--- src/rtl/core/nrs_pkg.sv ---
package nrs_pkg;

    localparam int MAX_AXES_DEF = 32;

    // 2^62, the ceiling on a partial size product
    localparam logic [62:0] SIZE_LIMIT = 63'h4000_0000_0000_0000;

    localparam logic [1:0] CMD_LOAD_OLD = 2'd0;
    localparam logic [1:0] CMD_LOAD_NEW = 2'd1;
    localparam logic [1:0] CMD_COMPUTE  = 2'd2;

    localparam logic [1:0] STAT_OK       = 2'd0;
    localparam logic [1:0] STAT_COPY     = 2'd1;
    localparam logic [1:0] STAT_MISMATCH = 2'd2;
    localparam logic [1:0] STAT_OVERFLOW = 2'd3;

    localparam logic CFG_FORTRAN = 1'b0;
    localparam logic CFG_ITEM    = 1'b1;

    localparam logic [15:0] ITEM_BYTES_RST = 16'd8;

    typedef enum logic [4:0] {
        ST_IDLE, ST_START, ST_ERR_OVF, ST_ERR_SIZE, ST_GRP, ST_CMP, ST_MLO, ST_MHI,
        ST_MCHK, ST_CONT, ST_CONTCHK, ST_SPINIT, ST_SP, ST_SPW, ST_END, ST_TAIL1,
        ST_TAIL2, ST_EMIT
    } t_state;

    typedef enum logic [4:0] {
        OP_NONE, OP_START, OP_ERR_OVF, OP_ERR_SIZE, OP_GRP, OP_CMP, OP_MLO, OP_MHI,
        OP_MCHK, OP_CONT, OP_CONTCHK, OP_SPINIT, OP_SP, OP_SPW, OP_END, OP_TAIL1,
        OP_TAIL2, OP_EMIT
    } t_op;

    typedef struct packed {
        logic in_ready;
        t_op  op;
    } t_ctl_cmd;

    typedef struct packed {
        logic go;
        logic ovf;
        logic zero;
        logic grp_go;
        logic eq;
        logic lt;
        logic nj_end;
        logic oj_end;
        logic grow_fail;
        logic tgt_new;
        logic sp_more;
        logic tail_needed;
        logic emit_done;
    } t_dp_stat;

endpackage

--- src/rtl/core/nrs_ctrl.sv ---
module nrs_ctrl (
    input  logic                i_clk,
    input  logic                i_rst_n,
    input  nrs_pkg::t_dp_stat   i_stat,
    output nrs_pkg::t_ctl_cmd   o_cmd
);

    nrs_pkg::t_state r_state, n_state;

    always_ff @(posedge i_clk) begin
        if (!i_rst_n) begin
            r_state <= nrs_pkg::ST_IDLE;
        end else begin
            r_state <= n_state;
        end
    end

    always_comb begin
        n_state = r_state;
        case (r_state)
            nrs_pkg::ST_IDLE: begin
                if (i_stat.go) n_state = nrs_pkg::ST_START;
            end
            nrs_pkg::ST_START: begin
                if (i_stat.ovf)       n_state = nrs_pkg::ST_ERR_OVF;
                else if (i_stat.zero) n_state = nrs_pkg::ST_ERR_SIZE;
                else                  n_state = nrs_pkg::ST_GRP;
            end
            nrs_pkg::ST_ERR_OVF:  n_state = nrs_pkg::ST_EMIT;
            nrs_pkg::ST_ERR_SIZE: n_state = nrs_pkg::ST_EMIT;
            nrs_pkg::ST_GRP: begin
                n_state = i_stat.grp_go ? nrs_pkg::ST_CMP : nrs_pkg::ST_END;
            end
            nrs_pkg::ST_CMP: begin
                if (i_stat.eq)                          n_state = nrs_pkg::ST_SPINIT;
                else if (i_stat.lt && i_stat.nj_end)    n_state = nrs_pkg::ST_ERR_SIZE;
                else if (!i_stat.lt && i_stat.oj_end)   n_state = nrs_pkg::ST_ERR_SIZE;
                else                                    n_state = nrs_pkg::ST_MLO;
            end
            nrs_pkg::ST_MLO: n_state = nrs_pkg::ST_MHI;
            nrs_pkg::ST_MHI: n_state = nrs_pkg::ST_MCHK;
            nrs_pkg::ST_MCHK: begin
                if (i_stat.grow_fail)    n_state = nrs_pkg::ST_ERR_SIZE;
                else if (i_stat.tgt_new) n_state = nrs_pkg::ST_CMP;
                else                     n_state = nrs_pkg::ST_CONT;
            end
            nrs_pkg::ST_CONT:    n_state = nrs_pkg::ST_CONTCHK;
            nrs_pkg::ST_CONTCHK: n_state = nrs_pkg::ST_CMP;
            nrs_pkg::ST_SPINIT:  n_state = nrs_pkg::ST_SP;
            nrs_pkg::ST_SP: begin
                n_state = i_stat.sp_more ? nrs_pkg::ST_SPW : nrs_pkg::ST_GRP;
            end
            nrs_pkg::ST_SPW: n_state = nrs_pkg::ST_SP;
            nrs_pkg::ST_END: begin
                n_state = i_stat.tail_needed ? nrs_pkg::ST_TAIL1 : nrs_pkg::ST_EMIT;
            end
            nrs_pkg::ST_TAIL1: n_state = nrs_pkg::ST_TAIL2;
            nrs_pkg::ST_TAIL2: n_state = nrs_pkg::ST_EMIT;
            nrs_pkg::ST_EMIT: begin
                if (i_stat.emit_done) n_state = nrs_pkg::ST_IDLE;
            end
            default: n_state = nrs_pkg::ST_IDLE;
        endcase
    end

    always_comb begin
        o_cmd.in_ready = 1'b0;
        o_cmd.op       = nrs_pkg::OP_NONE;
        case (r_state)
            nrs_pkg::ST_IDLE:     o_cmd.in_ready = 1'b1;
            nrs_pkg::ST_START:    o_cmd.op = nrs_pkg::OP_START;
            nrs_pkg::ST_ERR_OVF:  o_cmd.op = nrs_pkg::OP_ERR_OVF;
            nrs_pkg::ST_ERR_SIZE: o_cmd.op = nrs_pkg::OP_ERR_SIZE;
            nrs_pkg::ST_GRP:      o_cmd.op = nrs_pkg::OP_GRP;
            nrs_pkg::ST_CMP:      o_cmd.op = nrs_pkg::OP_CMP;
            nrs_pkg::ST_MLO:      o_cmd.op = nrs_pkg::OP_MLO;
            nrs_pkg::ST_MHI:      o_cmd.op = nrs_pkg::OP_MHI;
            nrs_pkg::ST_MCHK:     o_cmd.op = nrs_pkg::OP_MCHK;
            nrs_pkg::ST_CONT:     o_cmd.op = nrs_pkg::OP_CONT;
            nrs_pkg::ST_CONTCHK:  o_cmd.op = nrs_pkg::OP_CONTCHK;
            nrs_pkg::ST_SPINIT:   o_cmd.op = nrs_pkg::OP_SPINIT;
            nrs_pkg::ST_SP:       o_cmd.op = nrs_pkg::OP_SP;
            nrs_pkg::ST_SPW:      o_cmd.op = nrs_pkg::OP_SPW;
            nrs_pkg::ST_END:      o_cmd.op = nrs_pkg::OP_END;
            nrs_pkg::ST_TAIL1:    o_cmd.op = nrs_pkg::OP_TAIL1;
            nrs_pkg::ST_TAIL2:    o_cmd.op = nrs_pkg::OP_TAIL2;
            nrs_pkg::ST_EMIT:     o_cmd.op = nrs_pkg::OP_EMIT;
            default:              o_cmd.op = nrs_pkg::OP_NONE;
        endcase
    end

endmodule

--- config.mk ---
export PLATFORM = sky130hd
export DESIGN_NAME = nrs_ctrl
export DESIGN_NICKNAME = d
export VERILOG_FILES = /design/src/rtl/core/nrs_pkg.sv /design/src/rtl/core/nrs_ctrl.sv
export SDC_FILE = /design/constraint.sdc
export NUM_CORES = 1
export LEC_CHECK = 0
export BUFFER_PORTS_ARGS = -buffer_cell sky130_fd_sc_hd__clkbuf_2
export CAP_MARGIN = 20
export CORE_AREA = 4 4 41 43
export DETAILED_ROUTE_END_ITERATION = 10
export DIE_AREA = 0 0 45 47
export HOLD_SLACK_MARGIN = 0.06
export PLACE_DENSITY_LB_ADDON = 0.08
export SETUP_SLACK_MARGIN = 0.2
export SYNTH_ARGS = -nofsm -noshare
export SYNTH_HDL_FRONTEND = slang
export SYNTH_SLANG_ARGS = --single-unit
--- constraint.sdc ---
create_clock -name i_clk -period 1.7 [get_ports i_clk]
set_input_delay 0.34 -clock i_clk [delete_from_list [all_inputs] [get_ports i_clk]]
set_output_delay 0.34 -clock i_clk [all_outputs]
set_load 0.005 [all_outputs]
==> reports/metrics.csv <==
metric;value;unit
Warnings, synthesis;0;
post-synthesis sequential area ratio;0.1724;
number of I/O pins;21;
first-pass GRT wire length;2677;um
switching share of power;0.4571;
Hold Crit Class;in -> reg;
filler instances;121;
mean routed wirelength per cell;13.85;um
VDD IR max;0.0009001;V
crit path time final;1525;ps
Slew Viols, Final;0;
RSZ-0062 raised after global routing;true;
Post-DRT Antenna Nets;0;
vias in the first global route;624;
crit path DAT;1190;ps
syn_nets;98;
uppermost layer routed;met4;
Switch Pwr;0.5407;mW
Final setup viols;0;
worst r2r path cells;4;
vias per cell;6.008;
WHS;376.7;ps
Top Registers;r_state: 5 flops;
slowest stage delay, CP;370;ps
Synth area leaders;dfxtp_1, o21ai_0, a21oi_1;
critical path peak fanout;4;
CP Class;reg -> out;
CTS tree;yes;
core region area;1301;um^2
first-pass iteration count of the detailed router;4;
cells along the critical path;or3_4 -> nor3_2 -> buf_2;
final hold vios;0;
Synth area leader;dfxtp_1;
drt drc;0;
crit share post-route;0.8972;
Sink Count;5;
Logic pwr share;0.666;
row cnt;13;
DR iter-0 viols;31;
startpoint types;flop;
grt ovf;0;
final non-filler cell area;777.0;um^2
most flop-heavy register;r_state;
die height;47;um
max-cap viol count;0;
Worst EP required;1360;ps
Longest Clk Path Bufs;2;
clock skew;4.792;ps
total track usage;0.1715;
count leader, synth;o21ai_0;
EDFF count, synth;0;
area of the multi-input gates;436.7;um^2
max_slew headroom;0.7829;
Lkg Pwr;0.3507;nW
worst hold path endpoint;r_state[4];
Worst-Margin Slew;321.4;ps
P per Cell Area;1522;nW/um^2
Starting Density;0.4462;
HPWL after DPL;1284;um
CTS Root Buffer Type;clkbuf_4;
placer congestion estimate;0.8758;
largest net degree at the start of global routing;20;
ratio of cells with drive above 1 in the final layout;0.3796;
# nets final;124;
Yosys top cell area share;0.1724;
CTS Hold Bufs;0;
Worst Setup End Kind;primary output;
synthesized cell area;580.6;um^2
cell-internal power;0.6422;mW
Avg Synthesized Cell Area;6.995;um^2
diode count;0;
Vias;739;
reg-to-reg startpoint;r_state[2];
met2 WL;747;um
Buf/Inv on CP;1;
initial antenna violation count;0;
Final TNS setup;0;ps
Async S/R FF share, synth;0;
clk_lat worst skew;240;ps
sequential share of power;0.220;
number of flip-flops in the largest register;5;
Yosys reg bits;5;
Hold Crit Depth;2;
I/O Buffers;20;
Synth top cells by count;o21ai_0, inv_1, nor2_1;
r2r endpoint;r_state[0];
outcome;complete, no violations;
WL met3;203;um
Achievable Freq;0.6556;GHz
min-delay src;i_rst_n;
Cell Area, Placed;683.2;um^2
CP delay by family, top;simple AND/OR/NAND/NOR gates;
Num CTS Buffers;3;
clock share of power;0.114;
register clock-pin slew on the reported worst setup and hold paths;50;ps
Die ar.;2115;um^2
register area;112.6;um^2
r2r setup slk;280;ps
final WL;1704;um
die width;45;um
Area growth syn-to-layout;33.84;%
Synth Flop Type;dfxtp_1;
wire length on met1;750;um
H-tree Lvls;1;
synthesized instance count;83;
number of distinct library cells after synthesis;34;
CP max-delay cell;or3_4;
logic make-up (layout without fill, tap and decap cells):
logic type / Yosys count / in the layout / synth area share
AO/OA/AOI/OAI: 32 / 32 / 0.3793
buffers and inverters: 13 / 38 / 0.1185
AND/OR/NAND/NOR: 31 / 31 / 0.2953
multiplexers: 1 / 1 / 0.01940
flip-flops: 5 / 5 / 0.1724
XOR/XNOR: 1 / 1 / 0.01509
routing by layer:
layer / global-route usage / vias to the layer above
met5: 0 / -
met4: 0.03509 / 0
met3: 0.05747 / 2
met2: 0.2627 / 54
met1: 0.2346 / 315
li1: - / 368
power by group through the flow:
stage	logic, mW	clock network [mW]	registers, mW
after floorplan	0.550	0	0.183
after CTS	0.741	0.138	0.253
after global routing	0.869	0.155	0.269
after detailed placement	0.678	0	0.261
after global placement	0.686	0	0.262
final	0.788	0.135	0.260
stage by stage:
| stage | std cells | util | setup WS [ps] | power [mW] |
|---|---|---|---|---|
| after floorplan | 83 | - | 401.5 | 0.7329 |
| final | 123 | 0.5971 | 174.7 | 1.183 |
| after CTS | 121 | 0.5712 | 122.6 | 1.132 |
| after detailed placement | 115 | 0.5250 | 143.5 | 0.9388 |
| after global placement | 115 | 0.5250 | 172.4 | 0.9476 |
| after global routing | 123 | 0.5971 | 118.5 | 1.293 |
worst max-delay path by stage:
stage / endpoint / start / cells after the start
floorplan: r_state[0] / r_state[4] / 4
global placement: r_state[0] / r_state[2] / 4
detailed placement: o_cmd[4] / r_state[3] / 4
CTS: o_cmd[5] / r_state[2] / 3
global route: o_cmd[5] / r_state[2] / 3
finish: o_cmd[5] / r_state[2] / 3
area by class of cell:
| class | instances | area share |
|---|---|---|
| Timing Repair Buffer | 28 | 0.2061 |
| Tap cell | 15 | 0.02415 |
| Sequential cell | 5 | 0.1449 |
| Inverter | 6 | 0.02899 |
| Multi-Input combinational cell | 65 | 0.5620 |
| Clock buffer | 4 | 0.03382 |
placed cells by master, fill, tap and decap left out, drive strengths merged:
master   instances
a22oi            2
o21ai            8
a21o             1
a211oi           2
nor4bb           2
nor4b            2
xor2             1
o22ai            1
a21oi            5
nand2b           1
nor2b            3
nor4             1
dfxtp            5
inv              6
o21a             2
and4b            1
nor2             6
o2bb2ai          1
or3              1
nand3            5
a211o            1
nor3             4
a31oi            2
clkbuf          23
nand2            5
o221ai           1
o31ai            1
buf              9
mux2             1
o41ai            3
a32oi            1
o211ai           1
what timing repair did:
| action | 4_1_cts | 5_1_grt |
|---|---|---|
| setup buffers | 2 | 2 |
| setup endpoints to repair | 6 | 4 |
| pin swaps | 1 | 1 |
| gates resized for setup | 7 | 7 |
Power figures use the tool's default switching activity.
